`src/rtl/rsip_pkg.sv`:
```
// ----------------------------------------------------------------------------
// rsip_pkg - shared definitions for the radix string-to-integer parser
// Character codes, base constants, register map and the digit decoder.
// ----------------------------------------------------------------------------
package rsip_pkg;

	// default length saturation point
	localparam int unsigned LENGTH_LIMIT_DEF = 255;

	// configuration register map (register index = paddr[2])
	localparam int unsigned APB_ADDR_W     = 3;
	localparam int unsigned APB_DATA_W     = 32;
	localparam logic        REG_RADIX_MODE = 1'b0;

	// character codes
	localparam logic [7:0] CH_MINUS   = 8'h2D;  // '-'
	localparam logic [7:0] CH_ZERO    = 8'h30;  // '0'
	localparam logic [7:0] CH_NINE    = 8'h39;  // '9'
	localparam logic [7:0] CH_UPPER_A = 8'h41;  // 'A'
	localparam logic [7:0] CH_UPPER_Z = 8'h5A;  // 'Z'
	localparam logic [7:0] CH_LOWER_A = 8'h61;  // 'a'
	localparam logic [7:0] CH_LOWER_Z = 8'h7A;  // 'z'
	localparam logic [7:0] CH_LOWER_O = 8'h6F;  // 'o'
	localparam logic [7:0] CH_LOWER_X = 8'h78;  // 'x'
	localparam logic [7:0] CH_LOWER_B = 8'h62;  // 'b'
	localparam logic [7:0] CASE_BIT   = 8'h20;  // folds upper case onto lower

	// radix settings
	localparam logic [7:0] RADIX_AUTO = 8'd0;
	localparam logic [7:0] RADIX_MIN  = 8'd2;
	localparam logic [7:0] RADIX_MAX  = 8'd36;
	localparam logic [5:0] BASE_NONE  = 6'd0;
	localparam logic [5:0] BASE_BIN   = 6'd2;
	localparam logic [5:0] BASE_OCT   = 6'd8;
	localparam logic [5:0] BASE_DEC   = 6'd10;
	localparam logic [5:0] BASE_HEX   = 6'd16;
	localparam logic [7:0] DIGIT_NONE = 8'hFF;
	localparam logic [7:0] ALPHA_OFS  = 8'd10;

	// parse state handed from the core to the output stage
	typedef struct packed {
		logic [63:0] accum;
		logic        is_negative;
		logic        has_digits;
		logic        ended;
	} rsip_state_t;

	// digit value of a character, DIGIT_NONE when it is no digit at all
	function automatic logic [7:0] char_digit(input logic [7:0] c);
		logic [7:0] d;
		d = DIGIT_NONE;
		if (c >= CH_ZERO && c <= CH_NINE) begin
			d = c - CH_ZERO;
		end else if (c >= CH_UPPER_A && c <= CH_UPPER_Z) begin
			d = c - CH_UPPER_A + ALPHA_OFS;
		end else if (c >= CH_LOWER_A && c <= CH_LOWER_Z) begin
			d = c - CH_LOWER_A + ALPHA_OFS;
		end
		return d;
	endfunction

endpackage

```
`src/rtl/rsip_core.sv`:
```
// ----------------------------------------------------------------------------
// rsip_core - parse state and per-character step logic
// Holds phase, running value, count, sign and base; one character per step
// through a single multiply-accumulate by the base.
// ----------------------------------------------------------------------------
module rsip_core
	import rsip_pkg::*;
#(
	parameter int unsigned LENGTH_LIMIT = LENGTH_LIMIT_DEF,
	parameter int unsigned CNT_W        = $clog2(LENGTH_LIMIT + 1)
) (
	input  logic             clk,
	input  logic             arst_n,
	input  logic             step_en,
	input  logic [7:0]       ch,
	input  logic             first,
	input  logic [7:0]       radix_mode,
	output rsip_state_t      st,
	output logic [CNT_W-1:0] count
);

	typedef enum logic [2:0] {
		PH_IDLE,
		PH_MAGSTART,
		PH_ZERO,
		PH_PREFIXED,
		PH_DIGITS,
		PH_ENDED
	} phase_t;

	localparam logic [CNT_W-1:0] CNT_LIMIT = CNT_W'(LENGTH_LIMIT);

	phase_t           phase_q, phase_d;
	logic [63:0]      accum_q, accum_d;
	logic [CNT_W-1:0] count_q, count_d;
	logic             neg_q, neg_d;
	logic [5:0]       base_q, base_d;
	logic             hd_q, hd_d;

	logic             restart;
	logic             mag_start;
	logic             take;
	logic [5:0]       take_base;
	logic [5:0]       mode_base;
	logic [63:0]      acc_in;
	logic [CNT_W-1:0] cnt_in;
	logic [CNT_W-1:0] cnt_inc;
	logic [7:0]       digit;
	logic [7:0]       ch_low;
	logic             is_prefix;
	logic [69:0]      prod;

	// base a new number uses when no prefix decides it
	always_comb begin
		if (radix_mode == RADIX_AUTO) begin
			mode_base = BASE_DEC;
		end else if (radix_mode >= RADIX_MIN && radix_mode <= RADIX_MAX) begin
			mode_base = radix_mode[5:0];
		end else begin
			mode_base = BASE_NONE;
		end
	end

	assign restart   = first || (phase_q == PH_IDLE);
	assign acc_in    = restart ? '0 : accum_q;
	assign cnt_in    = restart ? '0 : count_q;
	assign cnt_inc   = (cnt_in < CNT_LIMIT) ? cnt_in + 1'b1 : cnt_in;
	assign digit     = char_digit(ch);
	assign ch_low    = ch | CASE_BIT;
	assign is_prefix = (ch_low == CH_LOWER_O) || (ch_low == CH_LOWER_X)
	                || (ch_low == CH_LOWER_B);
	assign prod      = acc_in * take_base;

	// next state for one character
	always_comb begin
		phase_d   = phase_q;
		accum_d   = accum_q;
		count_d   = count_q;
		neg_d     = neg_q;
		base_d    = base_q;
		hd_d      = hd_q;
		mag_start = 1'b0;
		take      = 1'b0;
		take_base = base_q;

		if (restart) begin
			accum_d = '0;
			count_d = '0;
			neg_d   = 1'b0;
			base_d  = BASE_NONE;
			hd_d    = 1'b0;
			if (ch == CH_MINUS) begin
				neg_d   = 1'b1;
				phase_d = PH_MAGSTART;
			end else begin
				mag_start = 1'b1;
			end
		end else begin
			unique case (phase_q)
				PH_MAGSTART: begin
					mag_start = 1'b1;
				end
				PH_ZERO: begin
					if (is_prefix) begin
						base_d  = (ch_low == CH_LOWER_X) ? BASE_HEX :
						          (ch_low == CH_LOWER_B) ? BASE_BIN : BASE_OCT;
						count_d = cnt_inc;
						hd_d    = 1'b0;
						phase_d = PH_PREFIXED;
					end else begin
						take = 1'b1;
					end
				end
				PH_PREFIXED, PH_DIGITS: begin
					take = 1'b1;
				end
				default: begin
				end
			endcase
		end

		// first magnitude character: leading zero or base from the register
		if (mag_start) begin
			if (radix_mode == RADIX_AUTO && ch == CH_ZERO) begin
				base_d  = BASE_OCT;
				accum_d = '0;
				count_d = cnt_inc;
				hd_d    = 1'b1;
				phase_d = PH_ZERO;
			end else begin
				base_d    = mode_base;
				take      = 1'b1;
				take_base = mode_base;
			end
		end

		// digit accept: multiply-accumulate, or the number ends here
		if (take) begin
			if (take_base >= BASE_BIN && digit < {2'b00, take_base}) begin
				accum_d = prod[63:0] + {56'd0, digit};
				count_d = cnt_inc;
				hd_d    = 1'b1;
				phase_d = PH_DIGITS;
			end else begin
				phase_d = PH_ENDED;
			end
		end
	end

	// state registers
	always_ff @(posedge clk or negedge arst_n) begin
		if (!arst_n) begin
			phase_q <= PH_IDLE;
			accum_q <= '0;
			count_q <= '0;
			neg_q   <= 1'b0;
			base_q  <= BASE_NONE;
			hd_q    <= 1'b0;
		end else if (step_en) begin
			phase_q <= phase_d;
			accum_q <= accum_d;
			count_q <= count_d;
			neg_q   <= neg_d;
			base_q  <= base_d;
			hd_q    <= hd_d;
		end
	end

	assign st.accum       = accum_q;
	assign st.is_negative = neg_q;
	assign st.has_digits  = hd_q;
	assign st.ended       = (phase_q == PH_ENDED);
	assign count          = count_q;

endmodule

```
`src/rtl/radix_string_to_int_parser_unit.sv`:
```
// ----------------------------------------------------------------------------
// radix_string_to_int_parser_unit - streaming string-to-integer parser
// One character per cycle when not stalled; sign and base prefix detection.
// ----------------------------------------------------------------------------
// Usage:
//   Input stream (s_*): one character per request in s_tdata, s_tuser set on
//   the first character of a new string. Output stream (m_*): one result per
//   character, as if the string ended there: signed value, consumed length
//   and an ended flag.
//   APB port: radix_mode at address 0 (0 auto, 2..36 fixed base). Write it
//   only while no request is in flight.
//   Path: a request passes the input register, the parse state register
//   and the output register, in that order, before its result shows.
//   Throughput: one character per cycle when not stalled; the parse
//   core's running-value multiply-accumulate by the base sets the cycle.
//   Reset: the parse starts over and radix_mode returns to auto; a first
//   character without s_tuser after reset still starts a new string.
//   Stall: when m_tready is low the result holds; the input and state
//   registers keep taking requests until they are full, then s_tready drops.
// ----------------------------------------------------------------------------
module radix_string_to_int_parser_unit
	import rsip_pkg::*;
#(
	parameter int unsigned LENGTH_LIMIT = LENGTH_LIMIT_DEF
) (
	input  logic                  clk,
	input  logic                  arst_n,
	// input stream
	input  logic                  s_tvalid,
	output logic                  s_tready,
	input  logic [7:0]            s_tdata,   // [7:0] ch
	input  logic                  s_tuser,   // [0] first
	// output stream
	output logic                  m_tvalid,
	input  logic                  m_tready,
	output logic [71:0]           m_tdata,   // [63:0] value, [71:64] length
	output logic                  m_tuser,   // [0] ended
	// configuration
	input  logic                  psel,
	input  logic                  penable,
	input  logic                  pwrite,
	input  logic [APB_ADDR_W-1:0] paddr,
	input  logic [APB_DATA_W-1:0] pwdata,
	output logic [APB_DATA_W-1:0] prdata,
	output logic                  pready
);

	localparam int unsigned CNT_W = $clog2(LENGTH_LIMIT + 1);
	localparam logic [CNT_W:0] LEN_LIMIT = (CNT_W + 1)'(LENGTH_LIMIT);

	logic [7:0]       radix_mode_q;
	logic             cfg_wr;

	logic             s1_valid_q;
	logic [7:0]       ch_s1;
	logic             first_s1;
	logic             s2_valid_q;
	logic             m_valid_q;
	logic [63:0]      value_q;
	logic [7:0]       length_q;
	logic             ended_q;

	logic             out_rdy;
	logic             s2_adv;
	logic             s2_rdy;
	logic             s1_adv;
	logic             s_acc;

	rsip_state_t      st;
	logic [CNT_W-1:0] count;
	logic [CNT_W:0]   len_full;
	logic [CNT_W:0]   len_sat;

	// configuration register, word aligned (low address bits ignored)
	assign pready = 1'b1;
	assign cfg_wr = psel && penable && pwrite && pready;

	always_ff @(posedge clk or negedge arst_n) begin
		if (!arst_n) begin
			radix_mode_q <= RADIX_AUTO;
		end else if (cfg_wr && paddr[2] == REG_RADIX_MODE) begin
			radix_mode_q <= pwdata[7:0];
		end
	end

	assign prdata = (paddr[2] == REG_RADIX_MODE) ? {24'd0, radix_mode_q} : '0;

	// stage handshakes
	assign out_rdy  = !m_valid_q || m_tready;
	assign s2_adv   = s2_valid_q && out_rdy;
	assign s2_rdy   = !s2_valid_q || out_rdy;
	assign s1_adv   = s1_valid_q && s2_rdy;
	assign s_tready = !s1_valid_q || s2_rdy;
	assign s_acc    = s_tvalid && s_tready;

	// valid bits
	always_ff @(posedge clk or negedge arst_n) begin
		if (!arst_n) begin
			s1_valid_q <= 1'b0;
			s2_valid_q <= 1'b0;
			m_valid_q  <= 1'b0;
		end else begin
			if (s_acc) begin
				s1_valid_q <= 1'b1;
			end else if (s1_adv) begin
				s1_valid_q <= 1'b0;
			end
			if (s1_adv) begin
				s2_valid_q <= 1'b1;
			end else if (s2_adv) begin
				s2_valid_q <= 1'b0;
			end
			if (s2_adv) begin
				m_valid_q <= 1'b1;
			end else if (m_tready) begin
				m_valid_q <= 1'b0;
			end
		end
	end

	// input register
	always_ff @(posedge clk) begin
		if (s_acc) begin
			ch_s1    <= s_tdata;
			first_s1 <= s_tuser;
		end
	end

	// parse state doubles as the second stage
	rsip_core #(
		.LENGTH_LIMIT (LENGTH_LIMIT),
		.CNT_W        (CNT_W)
	) u_core (
		.clk        (clk),
		.arst_n     (arst_n),
		.step_en    (s1_adv),
		.ch         (ch_s1),
		.first      (first_s1),
		.radix_mode (radix_mode_q),
		.st         (st),
		.count      (count)
	);

	// length: sign counts once digits exist, saturating
	assign len_full = {1'b0, count} + {{CNT_W{1'b0}}, st.is_negative};
	assign len_sat  = (len_full > LEN_LIMIT) ? LEN_LIMIT : len_full;

	// output register: apply sign and length
	always_ff @(posedge clk) begin
		if (s2_adv) begin
			value_q  <= st.is_negative ? (64'd0 - st.accum) : st.accum;
			length_q <= st.has_digits ? 8'(len_sat) : 8'd0;
			ended_q  <= st.ended;
		end
	end

	assign m_tvalid = m_valid_q;
	assign m_tdata  = {length_q, value_q};
	assign m_tuser  = ended_q;

	// no digits accepted means the running value is still zero
	a_nodigit_zero: assert property (@(posedge clk) disable iff (!arst_n)
		!st.has_digits |-> st.accum == 64'd0)
		else $error("running value nonzero without digits");

	// count never passes the saturation point
	a_count_sat: assert property (@(posedge clk) disable iff (!arst_n)
		{1'b0, count} <= LEN_LIMIT)
		else $error("digit count above limit");

	// an ended number stays ended until a new string starts
	a_ended_sticky: assert property (@(posedge clk) disable iff (!arst_n)
		(st.ended && s1_adv && !first_s1) |=> st.ended)
		else $error("ended flag cleared within a string");

	// a held input item is not overwritten
	a_s1_hold: assert property (@(posedge clk) disable iff (!arst_n)
		(s1_valid_q && !s2_rdy) |=> (s1_valid_q && $stable(ch_s1) && $stable(first_s1)))
		else $error("input register overwritten while stalled");

endmodule
```
`config.mk`:
```
export PLATFORM = sky130hd
export DESIGN_NAME = radix_string_to_int_parser_unit
export DESIGN_NICKNAME = d
export VERILOG_FILES = /design/src/rtl/rsip_pkg.sv /design/src/rtl/rsip_core.sv /design/src/rtl/radix_string_to_int_parser_unit.sv
export SDC_FILE = /design/constraint.sdc
export NUM_CORES = 1
export LEC_CHECK = 0
export ABC_AREA = 1
export BUFFER_PORTS_ARGS = -buffer_cell sky130_fd_sc_hd__buf_2
export CAP_MARGIN = 20
export CORE_ASPECT_RATIO = 1.75
export CORE_MARGIN = 2
export CORE_UTILIZATION = 36
export DETAILED_ROUTE_END_ITERATION = 8
export GPL_ROUTABILITY_DRIVEN = 0
export PLACE_DENSITY_LB_ADDON = 0.12
export SYNTH_ARGS = -nofsm -noshare
export SYNTH_HDL_FRONTEND = slang
export SYNTH_SLANG_ARGS = --single-unit
```
`constraint.sdc`:
```
create_clock -name clk -period 7.1 [get_ports clk]
set_clock_uncertainty 0.2 [all_clocks]
set_input_delay 0.355 -clock clk [delete_from_list [all_inputs] [get_ports clk]]
set_output_delay 0.355 -clock clk [all_outputs]
set_load 0.05 [all_outputs]
```
==> impl_metrics.json <==
{
  "coreArea_um2": 62900,
  "grt_max_degree": 62,
  "area_growth_pct": 14.7,
  "dieArea_um2": 65300,
  "fill_cells": 6601,
  "r2r_end": "u_core.accum_q[63]$_DFFE_PN0P_",
  "clockRootBuffer": "clkbuf_16",
  "cp_common_cell": "nand2_1",
  "path_buf_inv": 7,
  "avgSynthCellArea_um2": 7.47,
  "wl_met1_mm": 28.5,
  "fin_util_pct": 41.5,
  "ios": 159,
  "syn_area_um2": 22800,
  "yosysWarnings": 0,
  "routed_wl_mm": 80.1,
  "met3_length_mm": 3.25,
  "placed_area_um2": 25200,
  "drt-pass1-iter-count": 5,
  "ant_nets": 0,
  "whs_ns": 0.193,
  "cp_slowest_cell": "fa_1",
  "drc": 0,
  "grt_pass1_vias": 22500,
  "overflow": 0,
  "cts.path.max_buffers": 2,
  "rows": 122,
  "synth_edf_count": 82,
  "ys_types": 61,
  "antennaDiodeCount": 0,
  "io_buffers": 107,
  "vias_per_cell": 5.26,
  "cts_tree": "done",
  "antenna_found_initial": 1,
  "die_width_um": 194,
  "clk_latency_ns": 0.50,
  "clock-sinks": 176,
  "ys_seq_area_share_pct": 21.2,
  "grt_pass1_wl_mm": 124,
  "tightest_slew_ns": 1.13,
  "period_needed_ns": 6.80,
  "fin_crit_sh_pct": 95.8,
  "design_area_um2": 26100,
  "r2r_cells": 32,
  "clkTransAtPathRegs_ns": 0.09,
  "ys_seq_elements": 176,
  "routed.top_layer": "met4",
  "drv_cap": 0,
  "place_ws_ns": 0.0561,
  "leakagePower_nw": 12.8,
  "required_ns": 7.33,
  "vdd_drop_max_uv": 191,
  "start_util_pct": 36.2,
  "met2_length_mm": 42.8,
  "nets": 3708,
  "wl_per_cell_um": 19.6,
  "drt_iter0_drc": 1307,
  "syn_inst": 3045,
  "powerDensity_nw_per_um2": 169,
  "cp_slowest_stage_delay_ns": 0.51,
  "drive_above_1_share_pct": 11.4,
  "die_h_um": 337,
  "place_hpwl_mm": 66.0,
  "numCtsBuffers": 17,
  "timing.final.max_slew_violations": 0,
  "min_path_type": "in2async",
  "worstPathArrival_ns": 7.03,
  "track_usage_pct": 24.7,
  "synthArstFlopShare_pct": 53.4,
  "end_kind": "flop",
  "critPathTopFamily": "adder cells",
  "outcome": "finished, final reports clean",
  "start_kind": "flop",
  "setup-violations-final": 0,
  "fmax_mhz": 147,
  "crit_start": "ch_s1[1]$_DFFE_PP_",
  "h-tree-depth": 4,
  "layout_commonest_cell": "nor2_1",
  "r2r_start": "ch_s1[1]$_DFFE_PP_",
  "crit_fanout": 36,
  "layout_setup_ws_ns": 0.299,
  "rrSetupSlack_ns": 0.30,
  "vias": 21500,
  "finalPower_mw": 4.41,
  "critical_path_class": "reg2reg",
  "relSlewSlack_pct": 24.7,
  "finalHoldViolCount": 0,
  "final_cell_mix": "nor2_1 (653), nand2_1 (552), inv_1 (344)",
  "ys.flop_type": "dfrtp_1"
}
-- cell type report --
class / count / area (um^2) / area share (%)
multi-input combinational: 2409 / 16100 / 61.8
sequential: 176 / 4810 / 18.4
timing repair buffer: 305 / 2200 / 8.43
inverter: 362 / 1370 / 5.23
tap: 806 / 1010 / 3.86
clock buffer: 21 / 493 / 1.89
clock inverter: 11 / 87.6 / 0.336
-- how the worst max path moves through the flow --
| stage | to | depth (start not counted) |
|---|---|---|
| global route | u_core.accum_q[63]$_DFFE_PN0P_ | 32 |
| finish | u_core.accum_q[63]$_DFFE_PN0P_ | 32 |
| detailed placement | u_core.accum_q[63]$_DFFE_PN0P_ | 32 |
| floorplan | u_core.accum_q[46]$_DFFE_PN0P_ | 31 |
| CTS | u_core.accum_q[53]$_DFFE_PN0P_ | 30 |
| global placement | u_core.accum_q[63]$_DFFE_PN0P_ | 32 |
-- worst reg2reg max path, delay by kind of cell, from the launching register on --
family                     cells  cell delay (ns)
adders and majority gates      6             2.36
and+or+nand+nor               14             1.60
buffers and inverters          7             1.12
AOI/OAI and AO/OA              5             1.03
DFF                            1             0.43
-- through the flow --
stage / setup TNS, ns / instances
floorplan: 0 / 3068
global placement: 0 / 4033
detailed placement: 0 / 4033
CTS: 0 / 4085
global route: -0.00542 / 4090
finish: 0 / 4090
-- flip-flops by register name (all words and copies together) (netlist names) --
register        cells
u_core.neg_q        1
u_core.count        8
m_tuser             1
m_tvalid            1
u_core.base_q       6
value_q            64
u_core.phase_q      3
u_core.accum_q     64
first_s1            1
s1_valid_q          1
ch_s1               8
length_q            8
u_core.hd_q         1
radix_mode_q        8
s2_valid_q          1
-- synth_stat cells (3+ instances only) --
cell type	count	area, um^2
inv_2	11	41.3
xor2_1	81	709
xnor2_1	36	315
ha_1	144	1800
inv_1	347	1300
o21a_1	5	37.5
o21bai_1	13	97.6
nand3_1	144	721
and3_1	4	25.0
clkinv_1	3	11.3
dfrtp_1	94	2350
a31oi_1	23	144
o21ai_0	145	726
a21o_1	11	82.6
nor2_1	657	2470
fa_1	242	4840
a21oi_1	154	771
nand4_1	35	219
clkbuf_1	64	240
nor4_1	18	113
buf_4	29	218
nand2_1	555	2080
o31ai_1	3	22.5
nand2_4	5	56.3
a21boi_0	8	60.1
o21ai_1	19	95.1
o211ai_1	9	67.6
or2_2	5	31.3
nand3b_1	4	30.0
edfxtp_1	82	2460
buf_1	17	63.8
buf_6	4	45.0
buf_2	6	30.0
nor3_1	26	130
nand2_2	7	43.8
-- logic make-up (layout without fill, tap and decap cells) --
| family | count (synthesis) | count (layout) | share of synthesized area, % |
|---|---|---|---|
| other cells | 2 | 25 | 0.0330 |
| simple gates | 1473 | 1473 | 26.6 |
| fa+ha+maj | 386 | 386 | 29.2 |
| compound gates | 408 | 408 | 9.90 |
| xor+xnor | 117 | 117 | 4.50 |
| buf+inv | 483 | 699 | 8.62 |
| flops | 176 | 176 | 21.2 |
-- layer usage --
| metal | track usage [%] | up-vias |
|---|---|---|
| met5 | 0 | - |
| met4 | 15.5 | 0 |
| met3 | 2.84 | 200 |
| met2 | 47.0 | 743 |
| met1 | 25.7 | 10400 |
| li1 | - | 10100 |
-- power by group --
part	switching [mW]	total [mW]	internal [mW]
Clock	0.455	0.961	0.506
Sequential	0.191	1.53	1.34
Combinational	1.41	1.92	0.510
Total	2.05	4.41	2.36
-- timing repair --
item / CTS / global route
hold buffers: 20 / 0
endpoints found under the setup margin: 0 / 38
resized for setup: 0 / 25
endpoints found under the hold margin: 59 / 0
buffers inserted: 0 / 4
(Power assumes the default switching activity.)
